===== src/rtl/ecc_pkg.sv =====
package ecc_pkg;

    // floor count and field widths
    localparam int FLOORS  = 16;
    localparam int FLOOR_W = 4;
    localparam int CMD_W   = 3;
    localparam int ACT_W   = 3;
    localparam int CNT_W   = 6;
    localparam int ID_W    = 8;

    // floor numbers at or above this are dropped
    localparam logic [FLOOR_W:0] FLOOR_LIMIT = (FLOOR_W + 1)'(FLOORS);

    localparam logic [ID_W-1:0] CAR_LETTER_RST = 8'd101;

    // event commands
    localparam logic [CMD_W-1:0] CMD_HALL   = 3'd0;
    localparam logic [CMD_W-1:0] CMD_CAB    = 3'd1;
    localparam logic [CMD_W-1:0] CMD_OPENED = 3'd2;
    localparam logic [CMD_W-1:0] CMD_CLOSED = 3'd3;
    localparam logic [CMD_W-1:0] CMD_PASSED = 3'd4;

    // result actions
    localparam logic [ACT_W-1:0] ACT_OPEN  = 3'd0;
    localparam logic [ACT_W-1:0] ACT_CLOSE = 3'd1;
    localparam logic [ACT_W-1:0] ACT_STOP  = 3'd2;
    localparam logic [ACT_W-1:0] ACT_UP    = 3'd3;
    localparam logic [ACT_W-1:0] ACT_DOWN  = 3'd4;
    localparam logic [ACT_W-1:0] ACT_LON   = 3'd5;
    localparam logic [ACT_W-1:0] ACT_LOFF  = 3'd6;

    // car modes
    localparam logic [1:0] MODE_IDLE = 2'd0;
    localparam logic [1:0] MODE_WAIT = 2'd1;
    localparam logic [1:0] MODE_MOVE = 2'd2;
    localparam logic [1:0] MODE_REQ  = 2'd3;

    // travel directions
    localparam logic [1:0] DIR_UP   = 2'd0;
    localparam logic [1:0] DIR_DOWN = 2'd1;
    localparam logic [1:0] DIR_STOP = 2'd2;

    // pending call kinds per floor
    localparam logic [1:0] PEND_NONE = 2'd0;
    localparam logic [1:0] PEND_CAB  = 2'd1;
    localparam logic [1:0] PEND_UP   = 2'd2;
    localparam logic [1:0] PEND_DOWN = 2'd3;

    // result slots per event
    localparam int RES_SLOTS = 4;

    typedef struct packed {
        logic [CMD_W-1:0]   command;
        logic [FLOOR_W-1:0] floor;
        logic               call_up;
    } t_event;

    typedef struct packed {
        logic [ACT_W-1:0]   action;
        logic [FLOOR_W-1:0] button_floor;
    } t_res;

    typedef struct packed {
        logic [1:0]                 cnt;
        t_res [RES_SLOTS-1:0]       res;
    } t_batch;

    typedef struct packed {
        logic [1:0] mode;
        logic [1:0] dir;
    } t_status;

    // saturating step of a six-bit signed count
    function automatic logic signed [CNT_W-1:0] sat_step(
        input logic signed [CNT_W-1:0] c,
        input logic                    dec
    );
        logic signed [CNT_W-1:0] r;
        r = c;
        if (dec) begin
            if (c != -6'sd32) r = c - 6'sd1;
        end else begin
            if (c != 6'sd31) r = c + 6'sd1;
        end
        return r;
    endfunction

endpackage


===== src/rtl/ecc_core.sv =====
module ecc_core (
    input  logic           i_clk,
    input  logic           i_rst_n,
    input  logic           i_commit,
    input  ecc_pkg::t_event i_event,
    output ecc_pkg::t_batch o_batch,
    output ecc_pkg::t_status o_status
);
    import ecc_pkg::*;

    logic [1:0]              r_pend [FLOORS];
    logic [1:0]              r_mode;
    logic [1:0]              r_dir;
    logic [FLOOR_W-1:0]      r_pos;
    logic signed [CNT_W-1:0] r_above;
    logic signed [CNT_W-1:0] r_below;

    logic [1:0]              n_mode;
    logic [1:0]              n_dir;
    logic [FLOOR_W-1:0]      n_pos;
    logic signed [CNT_W-1:0] n_above;
    logic signed [CNT_W-1:0] n_below;
    logic                    pend_we;
    logic [1:0]              pend_val;
    logic [1:0]              p;
    logic [1:0]              k;
    logic                    legal;
    logic                    call_go;
    logic                    call_light;
    logic [1:0]              call_code;
    logic                    serve_go;
    logic                    serve_stop;
    logic                    go_up;
    t_batch                  batch;

    assign p = r_pend[i_event.floor];

    // event decode, call bookkeeping and movement decision
    always_comb begin
        n_mode     = r_mode;
        n_dir      = r_dir;
        n_pos      = r_pos;
        n_above    = r_above;
        n_below    = r_below;
        pend_we    = 1'b0;
        pend_val   = PEND_NONE;
        k          = 2'd0;
        batch      = '0;
        call_go    = 1'b0;
        call_light = 1'b0;
        call_code  = PEND_NONE;
        serve_go   = 1'b0;
        serve_stop = 1'b0;
        go_up      = 1'b0;

        legal = (i_event.command <= CMD_PASSED) &&
                !(((i_event.command == CMD_HALL) || (i_event.command == CMD_CAB) ||
                   (i_event.command == CMD_PASSED)) &&
                  ({1'b0, i_event.floor} >= FLOOR_LIMIT));

        if (legal) begin
            unique case (i_event.command)
                CMD_HALL: begin
                    if (p == PEND_NONE) begin
                        call_go   = 1'b1;
                        call_code = i_event.call_up ? PEND_UP : PEND_DOWN;
                    end
                end
                CMD_CAB: begin
                    if (p == PEND_UP || p == PEND_DOWN) begin
                        pend_we  = 1'b1;
                        pend_val = PEND_CAB;
                        batch.res[k] = '{ACT_LON, i_event.floor};
                        k = k + 2'd1;
                    end else if (p == PEND_NONE) begin
                        call_go    = 1'b1;
                        call_light = 1'b1;
                        call_code  = PEND_CAB;
                    end
                end
                CMD_OPENED: begin
                    batch.res[k] = '{ACT_LOFF, r_pos};
                    k = k + 2'd1;
                    batch.res[k] = '{ACT_CLOSE, {FLOOR_W{1'b0}}};
                    k = k + 2'd1;
                end
                CMD_CLOSED: begin
                    n_mode = MODE_REQ;
                end
                CMD_PASSED: begin
                    // clamped one-floor move in the current direction
                    if (r_dir == DIR_DOWN && r_pos != '0) n_pos = r_pos - 1'b1;
                    if (r_dir == DIR_UP && (({1'b0, r_pos} + 1'b1) < FLOOR_LIMIT))
                        n_pos = r_pos + 1'b1;
                    if ((p == PEND_UP && r_dir == DIR_UP) ||
                        (p == PEND_DOWN && r_dir == DIR_DOWN) || p == PEND_CAB) begin
                        serve_go   = 1'b1;
                        serve_stop = 1'b1;
                    end else if ((p == PEND_UP && r_dir == DIR_DOWN && r_above == '0) ||
                                 (p == PEND_DOWN && r_dir == DIR_UP && r_below == '0)) begin
                        serve_go = 1'b1;
                    end else if (p == PEND_UP && r_dir == DIR_DOWN) begin
                        n_above = sat_step(r_above, 1'b0);
                        n_below = sat_step(r_below, 1'b1);
                    end else if (p == PEND_DOWN && r_dir == DIR_UP) begin
                        n_below = sat_step(r_below, 1'b0);
                        n_above = sat_step(r_above, 1'b1);
                    end
                end
                default: begin
                end
            endcase

            // new call above, below or at the car
            if (call_go) begin
                if (i_event.floor > r_pos) begin
                    if (call_light) begin
                        batch.res[k] = '{ACT_LON, i_event.floor};
                        k = k + 2'd1;
                    end
                    n_above  = sat_step(r_above, 1'b0);
                    pend_we  = 1'b1;
                    pend_val = call_code;
                end else if (i_event.floor < r_pos) begin
                    if (call_light) begin
                        batch.res[k] = '{ACT_LON, i_event.floor};
                        k = k + 2'd1;
                    end
                    n_below  = sat_step(r_below, 1'b0);
                    pend_we  = 1'b1;
                    pend_val = call_code;
                end else begin
                    if (!call_light) begin
                        pend_we  = 1'b1;
                        pend_val = call_code;
                    end
                    if (n_mode == MODE_IDLE) begin
                        batch.res[k] = '{ACT_OPEN, {FLOOR_W{1'b0}}};
                        k = k + 2'd1;
                        n_mode = MODE_WAIT;
                    end
                end
                if (n_mode == MODE_IDLE) n_mode = MODE_REQ;
            end

            // stop at the floor being served
            if (serve_go) begin
                pend_we  = 1'b1;
                pend_val = PEND_NONE;
                if (n_dir == DIR_DOWN) n_below = sat_step(n_below, 1'b1);
                if (n_dir == DIR_UP) n_above = sat_step(n_above, 1'b1);
                if (serve_stop || n_pos != '0) begin
                    batch.res[k] = '{ACT_STOP, {FLOOR_W{1'b0}}};
                    k = k + 2'd1;
                end
                batch.res[k] = '{ACT_OPEN, {FLOOR_W{1'b0}}};
                k = k + 2'd1;
                n_mode = MODE_WAIT;
            end

            // collective movement decision
            if ((n_below > 6'sd0 || n_above > 6'sd0) && n_mode == MODE_REQ) begin
                if (n_dir == DIR_UP && n_above > 6'sd0) go_up = 1'b1;
                else if (n_dir == DIR_DOWN && n_below > 6'sd0) go_up = 1'b0;
                else if (n_dir == DIR_UP) go_up = 1'b0;
                else if (n_dir == DIR_DOWN) go_up = 1'b1;
                else go_up = (n_above > 6'sd0);
                n_dir = go_up ? DIR_UP : DIR_DOWN;
                batch.res[k] = '{(go_up ? ACT_UP : ACT_DOWN), {FLOOR_W{1'b0}}};
                k = k + 2'd1;
                n_mode = MODE_MOVE;
            end else if ((n_mode == MODE_WAIT || n_mode == MODE_IDLE) &&
                         n_below == '0 && n_above == '0) begin
                n_dir  = DIR_STOP;
                n_mode = MODE_IDLE;
            end
        end
        batch.cnt = k;
    end

    // car state
    always_ff @(posedge i_clk) begin
        if (!i_rst_n) begin
            for (int i = 0; i < FLOORS; i++) r_pend[i] <= PEND_NONE;
            r_mode  <= MODE_IDLE;
            r_dir   <= DIR_STOP;
            r_pos   <= '0;
            r_above <= '0;
            r_below <= '0;
        end else if (i_commit) begin
            if (pend_we) r_pend[i_event.floor] <= pend_val;
            r_mode  <= n_mode;
            r_dir   <= n_dir;
            r_pos   <= n_pos;
            r_above <= n_above;
            r_below <= n_below;
        end
    end

    assign o_batch  = batch;
    assign o_status = '{r_mode, r_dir};

endmodule


===== src/rtl/ecc_res_buf.sv =====
module ecc_res_buf (
    input  logic                        i_clk,
    input  logic                        i_rst_n,
    input  logic                        i_load,
    input  ecc_pkg::t_batch             i_batch,
    output logic                        o_free,
    output logic                        o_valid,
    input  logic                        i_ready,
    output ecc_pkg::t_res               o_res,
    output logic                        o_last
);
    import ecc_pkg::*;

    t_batch     r_batch;
    logic [1:0] r_cnt;
    logic [1:0] r_idx;
    logic       take;

    // current slot and last-slot flag
    assign o_valid = (r_idx < r_cnt);
    assign o_last  = ((r_idx + 2'd1) == r_cnt);
    assign o_res   = r_batch.res[r_idx];
    assign take    = o_valid && i_ready;
    assign o_free  = !o_valid || (take && o_last);

    // batch payload
    always_ff @(posedge i_clk) begin
        if (i_load) r_batch <= i_batch;
    end

    // slot counters
    always_ff @(posedge i_clk) begin
        if (!i_rst_n) begin
            r_cnt <= '0;
            r_idx <= '0;
        end else if (i_load) begin
            r_cnt <= i_batch.cnt;
            r_idx <= '0;
        end else if (take) begin
            r_idx <= r_idx + 2'd1;
        end
    end

endmodule


===== src/rtl/elevator_car_controller_top.sv =====
// channel    | dir | tvalid/tready            | payload
// event in   | in  | i_s_axis_tvalid/o_..rdy  | tuser command, tdata floor, call_up
// command out| out | o_m_axis_tvalid/i_..rdy  | tuser action, tdata floor, car_id, tlast
// config     | in  | i_cfg_wr_en              | i_cfg_wr_data car letter
//
// an event is registered, then decoded combinationally against the car state;
// its commands (zero to two) leave one per cycle from the result buffer while tready is high
// the next event's batch loads in the cycle the previous batch's last command
// is taken; synchronous active-low reset clears the call table, mode, direction,
// position and counts; output stalls back up through the event register to
// o_s_axis_tready
module elevator_car_controller_top (
    input  logic        i_clk,
    input  logic        i_rst_n,
    input  logic        i_s_axis_tvalid,
    output logic        o_s_axis_tready,
    input  logic [7:0]  i_s_axis_tdata,   // [3:0] floor, [4] call_up, [7:5] zero
    input  logic [2:0]  i_s_axis_tuser,   // [2:0] command
    output logic        o_m_axis_tvalid,
    input  logic        i_m_axis_tready,
    output logic [15:0] o_m_axis_tdata,   // [3:0] button_floor, [11:4] car_id, [15:12] zero
    output logic [2:0]  o_m_axis_tuser,   // [2:0] action
    output logic        o_m_axis_tlast,
    input  logic        i_cfg_wr_en,
    input  logic [7:0]  i_cfg_wr_data
);
    import ecc_pkg::*;

    logic            r_in_valid;
    t_event          r_in;
    logic [ID_W-1:0] r_car_letter;
    logic            commit;
    logic            buf_free;
    logic            s_take;
    t_batch          batch;
    t_status         status;
    t_res            res;

    assign commit          = r_in_valid && buf_free;
    assign o_s_axis_tready = !r_in_valid || commit;
    assign s_take          = i_s_axis_tvalid && o_s_axis_tready;

    // event register
    always_ff @(posedge i_clk) begin
        if (!i_rst_n) begin
            r_in_valid <= 1'b0;
        end else if (s_take) begin
            r_in_valid <= 1'b1;
        end else if (commit) begin
            r_in_valid <= 1'b0;
        end
    end

    always_ff @(posedge i_clk) begin
        if (s_take) r_in <= '{i_s_axis_tuser, i_s_axis_tdata[3:0], i_s_axis_tdata[4]};
    end

    // car letter register
    always_ff @(posedge i_clk) begin
        if (!i_rst_n) begin
            r_car_letter <= CAR_LETTER_RST;
        end else if (i_cfg_wr_en) begin
            r_car_letter <= i_cfg_wr_data;
        end
    end

    ecc_core u_core (
        .i_clk    (i_clk),
        .i_rst_n  (i_rst_n),
        .i_commit (commit),
        .i_event  (r_in),
        .o_batch  (batch),
        .o_status (status)
    );

    ecc_res_buf u_buf (
        .i_clk   (i_clk),
        .i_rst_n (i_rst_n),
        .i_load  (commit),
        .i_batch (batch),
        .o_free  (buf_free),
        .o_valid (o_m_axis_tvalid),
        .i_ready (i_m_axis_tready),
        .o_res   (res),
        .o_last  (o_m_axis_tlast)
    );

    // command framing
    assign o_m_axis_tuser = res.action;
    assign o_m_axis_tdata = {4'd0, r_car_letter, res.button_floor};

    // a held event is never dropped
    a_hold_event: assert property (@(posedge i_clk) disable iff (!i_rst_n)
        (r_in_valid && !commit) |=> r_in_valid)
        else $error("event register lost a pending request");

    // a batch with commands shows up at the output
    a_batch_out: assert property (@(posedge i_clk) disable iff (!i_rst_n)
        (commit && batch.cnt != 2'd0) |=> o_m_axis_tvalid)
        else $error("loaded commands not presented");

    // a moving car always has a travel direction
    a_move_dir: assert property (@(posedge i_clk) disable iff (!i_rst_n)
        (status.mode == MODE_MOVE) |-> (status.dir != DIR_STOP))
        else $error("car moving without direction");

    // no new batch while unsent commands remain
    a_no_overwrite: assert property (@(posedge i_clk) disable iff (!i_rst_n)
        (o_m_axis_tvalid && !i_m_axis_tready) |-> !commit)
        else $error("result batch overwritten");

endmodule


===== config.mk =====
export PLATFORM = sky130hd
export DESIGN_NAME = elevator_car_controller_top
export DESIGN_NICKNAME = d
export VERILOG_FILES = /design/src/rtl/ecc_pkg.sv /design/src/rtl/ecc_core.sv /design/src/rtl/ecc_res_buf.sv /design/src/rtl/elevator_car_controller_top.sv
export SDC_FILE = /design/constraint.sdc
export NUM_CORES = 1
export LEC_CHECK = 0
export BUFFER_PORTS_ARGS = -buffer_cell sky130_fd_sc_hd__buf_2
export CORE_MARGIN = 2
export CORE_UTILIZATION = 60
export CTS_CLUSTER_SIZE = 40
export DETAILED_ROUTE_END_ITERATION = 10
export PLACE_DENSITY = 0.76
export SYNTH_ARGS = -nofsm -noshare
export SYNTH_HDL_FRONTEND = slang
export SYNTH_HIERARCHICAL = 1
export SYNTH_SLANG_ARGS = --single-unit

===== constraint.sdc =====
create_clock -name i_clk -period 11.7 [get_ports i_clk]
set_input_delay 1.17 -clock i_clk [delete_from_list [all_inputs] [get_ports i_clk]]
set_output_delay 1.17 -clock i_clk [all_outputs]
set_load 0.005 [all_outputs]

After elaboration in Yosys (flattened, before gate mapping)
Memories as Yosys holds them, arrays and structs flattened. A register that Yosys moved wholly into a read port is not among the register bits.
Index checks and enable logic that the tools add are counted.
{"block": "totals", "register_bits": 69, "ramBits": 32, "word_cells": 271, "mem_count": 1}
{"name": "u_core.r_pend", "depth": 16, "width": 2, "rd": 1, "rd_ports_with_merged_regs": 1, "wr": 16, "line": "ecc_core.sv:11", "source": "logic [1:0] r_pend [FLOORS];"}
{"block": "op_classes", "n_addsub": 14, "order_cmp": 16, "n_eq_ne": 17, "muxes": 145, "n_bitwise": 8, "n_reduce_logical": 50}
{"operator": "$mux 28", "n": 12}
{"operator": "$mux 6", "n": 29}
{"operator": "$mux 2", "n": 38}
{"operator": "$bwmux 28", "n": 2}
{"operator": "$demux 7 s2", "n": 4}
{"operator": "$mux 7", "n": 8}
{"operator": "$not 28->28", "n": 2}
{"operator": "$mux 1", "n": 39}
{"operator": "$ne 6x6->1 const B", "n": 6}
{"operator": "$and 14x28->28", "n": 1}
{"operator": "$and 28x28->28", "n": 1}
{"operator": "$and 24x24->24", "n": 1}
{"operator": "$logic_not 6->1", "n": 4}
{"operator": "$mux 4", "n": 6}
{"operator": "$not 24->24", "n": 1}
{"operator": "$sub 6x2->6 const B", "n": 4}
{"operator": "$logic_and 1x1->1", "n": 21}
{"operator": "$lt 2x3->1 const B", "n": 5}
{"operator": "$bmux 7 s2", "n": 1}
{"operator": "$pmux 7 s2", "n": 1}
{"operator": "$add 6x2->6 const B", "n": 2}
{"operator": "$gt 6x1->1 const B", "n": 2}
{"operator": "$add 2x1->2 const B", "n": 5}
{"operator": "$logic_not 2->1", "n": 5}
{"operator": "other kinds (29)", "n": 50}

Logic depth before layout (Yosys ltp)
{"block": "logic_depth", "word_depth": 25, "depth_mapped": 24, "depth_no_buf": 22}

Cells and area by module
The synthesis kept the hierarchy.
{"module": "ecc_core", "n_inst": 1, "cells_each": 675, "area_per_inst_um2": 5291.3}
{"module": "ecc_res_buf", "n_inst": 1, "cells_each": 62, "area_per_inst_um2": 1290.0}
{"module": "elevator_car_controller_top", "n_inst": 1, "cells_each": 44, "area_per_inst_um2": 615.6}

Worst setup path after synthesis
No wires, ideal clock.
{"block": "synth_path", "path_kind": "reg-to-reg", "startpoint": "reg r_in[4] (netlist bit)", "endpoint": "reg u_buf/r_batch[25] (netlist bit) (data pin)", "arrival_ns": 5.164, "required_time_ns": 11.554, "path_slack_ns": 6.390, "stages_incl_launch_ff": 22, "n_path_buf": 2, "period_less_slack_ns": 5.310, "path_cell_list": "edfxtp_1 > buf_4 > mux2i_1 > a32o_1 > or3_1 > buf_2 > a2111oi_0 > inv_1 > ha_1 > o21bai_1 > a21oi_1 > inv_1 > ha_1 > nor2_1 > a21oi_1 > ha_1 > mux2i_1 > inv_1 > ha_1 > and2_1 > a21o_1 > a21oi_1"}
{"block": "synth_between", "elab_chain_len": 19, "word_cells_on_any_way": 85, "cone_classes": "add/sub: 4; order compare: 10; eq/ne: 3; mux: 56; bitwise: 4; reduce/logical: 8"}
{"element": "start: declaration", "line": "elevator_car_controller_top.sv:30", "source": "t_event r_in;"}
{"element": "start signal: assignment", "line": "elevator_car_controller_top.sv:55", "source": "if (s_take) r_in <= '{i_s_axis_tuser, i_s_axis_tdata[3:0], i_s_axis_tdata[4]};"}
{"element": "$gt 4x4->1 or $lt 4x4->1 (tied branches)", "line": "ecc_core.sv:116, ecc_core.sv:124"}
{"element": "$mux 6 (tied with other cells)", "line": "ecc_core.sv:116", "source": "if (i_event.floor > r_pos) begin"}
{"element": "$mux 6 (tied with other cells)", "line": "ecc_core.sv:115", "source": "if (call_go) begin"}
{"element": "$mux 6 (tied with other cells)", "line": "ecc_core.sv:61", "source": "if (legal) begin"}
{"element": "$sub 6x2->6 (tied with other cells)", "line": "ecc_pkg.sv:81", "source": "if (c != -6'sd32) r = c - 6'sd1;"}
{"element": "$mux 6 (tied with other cells)", "line": "ecc_pkg.sv:81"}
{"element": "$mux 6 (tied with other cells)", "line": "ecc_core.sv:151", "source": "if (n_dir == DIR_UP) n_above = sat_step(n_above, 1'b1);"}
{"element": "$mux 6 (tied with other cells)", "line": "ecc_core.sv:147", "source": "if (serve_go) begin"}
{"element": "(+3 left out)"}
{"element": "$mux 1 (tied with other cells)", "line": "ecc_core.sv:165", "source": "else if (n_dir == DIR_UP) go_up = 1'b0;"}
{"element": "$mux 1 (tied with other cells)", "line": "ecc_core.sv:164", "source": "else if (n_dir == DIR_DOWN && n_below > 6'sd0) go_up = 1'b0;"}
{"element": "$mux 1 (tied with other cells)", "line": "ecc_core.sv:163", "source": "if (n_dir == DIR_UP && n_above > 6'sd0) go_up = 1'b1;"}
{"element": "$mux 1 or $and 28x28->28 (tied branches)"}
{"element": "$mux 1 or $mux 28 (tied branches)", "line": "ecc_core.sv:61, ecc_core.sv:147"}
{"element": "$mux 3 or $mux 28 (tied branches)", "line": "ecc_core.sv:169, ecc_core.sv:61"}
{"element": "$bwmux 28", "line": "ecc_core.sv:169", "source": "batch.res[k] = '{(go_up ? ACT_UP : ACT_DOWN), {FLOOR_W{1'b0}}};"}
{"element": "$mux 28 *", "line": "ecc_core.sv:162", "source": "if ((n_below > 6'sd0 || n_above > 6'sd0) && n_mode == MODE_REQ) begin"}
{"element": "end signal: assignment", "line": "ecc_res_buf.sv:28", "source": "if (i_load) r_batch <= i_batch;"}
{"element": "end: declaration", "line": "ecc_res_buf.sv:14", "source": "t_batch r_batch;"}
Mark *: on every way between the ends. The rest lies on a longest branch, timed or not. The select of a mux whose other input is x is not followed.
A chain may end at the register's enable or synchronous reset.

Worst setup path after layout
{"block": "layout_path", "startpoint": "reg r_in[2] (netlist bit)", "endpoint": "reg u_buf/r_batch[11] (netlist bit) (data pin)"}
Same word-level chain as after synthesis.

==> flow_summary.json <==
{
  "antenna_found_initial": 0,
  "total_power_mw": 0.8399,
  "grt_pass1_vias": 5911,
  "rows": 40,
  "period_needed_ns": 6.442,
  "die_h_um": 113.5,
  "hpwl_mm": 13.37,
  "ys_ff_latch": 101,
  "io_pins": 46,
  "crit_arrival_ns": 6.55,
  "pwr-share-seq_pct": 48.6,
  "cts_buffers": 9,
  "synth_top_cell_area_share_pct": 28.37,
  "dp.cells": 927,
  "yosysMostFrequentCell": "nor2_1",
  "cts_max_level": 3,
  "finalNonFillerCells": 943,
  "synth_common_cells": "101 x nor2_1, 68 x edfxtp_1, 66 x nand2_1",
  "synth-simple-area-share_pct": 21.45,
  "leakagePower_nw": 2.885,
  "synthTopCellsByArea": "edfxtp_1 28%, dfxtp_1 9.2%, ha_1 6.1%",
  "clock_skew_ns": 0.007828,
  "drv_slew": 0,
  "setup_ws_ns": 5.258,
  "synth_top_cell_by_area": "edfxtp_1",
  "crit_type": "reg2reg",
  "synth_mux_area_share_pct": 8.171,
  "coreArea_um2": 11860,
  "ir_worst_vdd_mv": 0.05772,
  "synth_area_um2": 7197,
  "pwr-share-comb_pct": 16.5,
  "rsz0062_at_grt": "false",
  "cts-root-buf": "clkbuf_16",
  "diodes": 0,
  "clk_pin_slew_ns": 0.07,
  "startpoint_type": "register",
  "die_w_um": 113.5,
  "setup_tns_ns": 0,
  "start_util_pct": 60.68,
  "setup_viol": 0,
  "wl_per_cell_um": 19.09,
  "p_switching_mw": 0.2412,
  "hold_viol": 0,
  "worstSkewPairLatency_ns": 0.36,
  "hp-class": "reg2reg",
  "clockPowerShare_pct": 34.9,
  "cap_violations": 0,
  "cts_tree": "done",
  "status": "completed",
  "wl_mm": 18.00,
  "period_share_pct": 55.06,
  "crit_fanout": 20,
  "synth_compound_area_share_pct": 18.79,
  "drtAntennaViolNets": 0,
  "place_congestion": 0.9287,
  "clock-sinks": 101,
  "grt_max_degree": 36,
  "die_area_um2": 12890,
  "required_ns": 11.81,
  "cts_setup_buffers": 0,
  "area.growth.synth_to_final_pct": 6.485,
  "ys_async_sr_fraction_pct": 0,
  "slew_headroom_pct": 17.37,
  "cts_resized": 0,
  "swShare_pct": 28.72,
  "utilization_pct": 64.61,
  "worstSetupEndpointType": "register",
  "firstDrtPassIters": 5,
  "synth_fa_ha_area_share_pct": 6.085,
  "tightest_slew_ns": 1.227,
  "layout-drive-gt1-share_pct": 11.43,
  "nNetsFinal": 850,
  "syn_area_per_cell_um2": 9.215,
  "holdWs_ns": 0.4713,
  "synth-xor-area-share_pct": 2.625,
  "overflow": 0,
  "ys_seq_area_share_pct": 37.55,
  "synth-warning-count": 6,
  "synth_cell_types": 95,
  "numPortBuffers": 38,
  "intPower_mw": 0.5987,
  "syn_inst": 781,
  "synth-edff-count": 68,
  "synth_top_family_by_area": "simple AND/OR/NAND/NOR gates",
  "num_vias": 6208,
  "power_density_nw_per_um2": 109.6,
  "ys.flop_type": "edfxtp_1",
  "final_area_um2": 7664,
  "place_ws_ns": 5.483,
  "cts_hold_buf": 0,
  "drc": 0,
  "placed_area_um2": 7365,
  "fmax_ghz": 0.1552,
  "grt_pass1_wl_mm": 28.95,
  "first_iter_violations": 653,
  "track_usage_pct": 28.27,
  "cts_buffer_depth": 2,
  "vias_per_cell": 6.583,
  "fillers": 968
}
-- per-layer routing --
layer | track usage (%) | up-vias | part of all wire, %
met5 | 0 | - | 0
met4 | 14.23 | 0 | 3.4
met3 | 3.985 | 48 | 8.7
met2 | 47.43 | 338 | 48
met1 | 35.91 | 2916 | 40
li1 | - | 2906 | -
-- worst max-delay path, cell delays in order, from the launching register on --
cell       delay [ns]
edfxtp_1         1.08
inv_2            0.22
a2111oi_2        0.47
or3_1            0.32
o211ai_2         0.32
nor2_2           0.49
o32ai_2          0.19
a222oi_1         0.62
ha_1             0.30
nand4_1          0.18
o31ai_4          0.30
nor4_1           0.10
nor4_1           0.77
nand3_1          0.42
o221a_2          0.39
-- final cells by class --
cell class	count	area [um2]	share of cell area [%]
well taps	147	183.9	2.400
clock inverters	6	60.06	0.7837
repair buffers	40	205.2	2.678
inverters	39	146.4	1.910
multi-input cells	600	4126	53.84
flip-flops and latches	101	2703	35.27
clock buffers	10	239.0	3.118
-- power groups by stage --
stage	sequential, mW	combinational, mW	clock, mW
after floorplan	0.407	0.108	0
after global placement	0.415	0.130	0
after detailed placement	0.416	0.135	0
after CTS	0.408	0.136	0.299
after global routing	0.410	0.151	0.308
final	0.408	0.139	0.293
-- worst paths after layout --
kind	from	endpoint	slack (ns)	depth (start not counted)
max reg2reg	r_in[2]	u_buf/r_batch[11]	5.26	14
min	r_car_letter[0]	r_car_letter[0]	0.47	2
min reg2reg	r_car_letter[0]	r_car_letter[0]	0.47	2
max	r_in[2]	u_buf/r_batch[11]	5.26	14
-- cells by family after synthesis --
| family | count (synthesis) |
|---|---|
| and+or+nand+nor | 315 |
| AOI/OAI and AO/OA | 181 |
| DFF | 101 |
| buffers and inverters | 83 |
| muxes | 46 |
| adders and majority gates | 35 |
| xor gates and xnor gates | 19 |
| other | 1 |
-- registers in the layout, summed over array words and instances, names as in the netlist --
register and cells:
u_core/r_pend 32, u_buf/r_idx 2, u_buf/r_batch 28, u_core/r_dir 2
r_in 8, u_buf/r_cnt 2, u_core/r_below 6, u_core/r_above 6
u_core/r_pos 4, u_core/r_mode 2, r_car_letter 8, r_in_valid 1
-- cells in the final DEF (no fill, tap or decap), types with 6 or more instances in the layout --
cell | netlist | final
or2_2 | 6 | 6
nor3_1 | 24 | 24
a22oi_1 | 10 | 10
a211oi_1 | 9 | 9
mux2i_1 | 37 | 37
and2_1 | 19 | 19
or3_1 | 6 | 6
nand4_1 | 7 | 7
o21ai_0 | 38 | 38
o31ai_1 | 6 | 6
nor4_1 | 7 | 7
xor2_1 | 6 | 6
dfxtp_1 | 33 | 33
xnor2_1 | 11 | 11
nor2b_1 | 17 | 17
ha_1 | 35 | 35
nor2_1 | 101 | 101
inv_1 | 36 | 36
nand2b_1 | 9 | 9
nand2_1 | 66 | 66
clkbuf_16 | 0 | 9
edfxtp_1 | 68 | 68
and3_1 | 9 | 9
a21oi_1 | 33 | 33
nand3_1 | 25 | 25
mux4_1 | 7 | 7
buf_2 | 3 | 38
No activity file was read; power rests on OpenSTA's default activity.
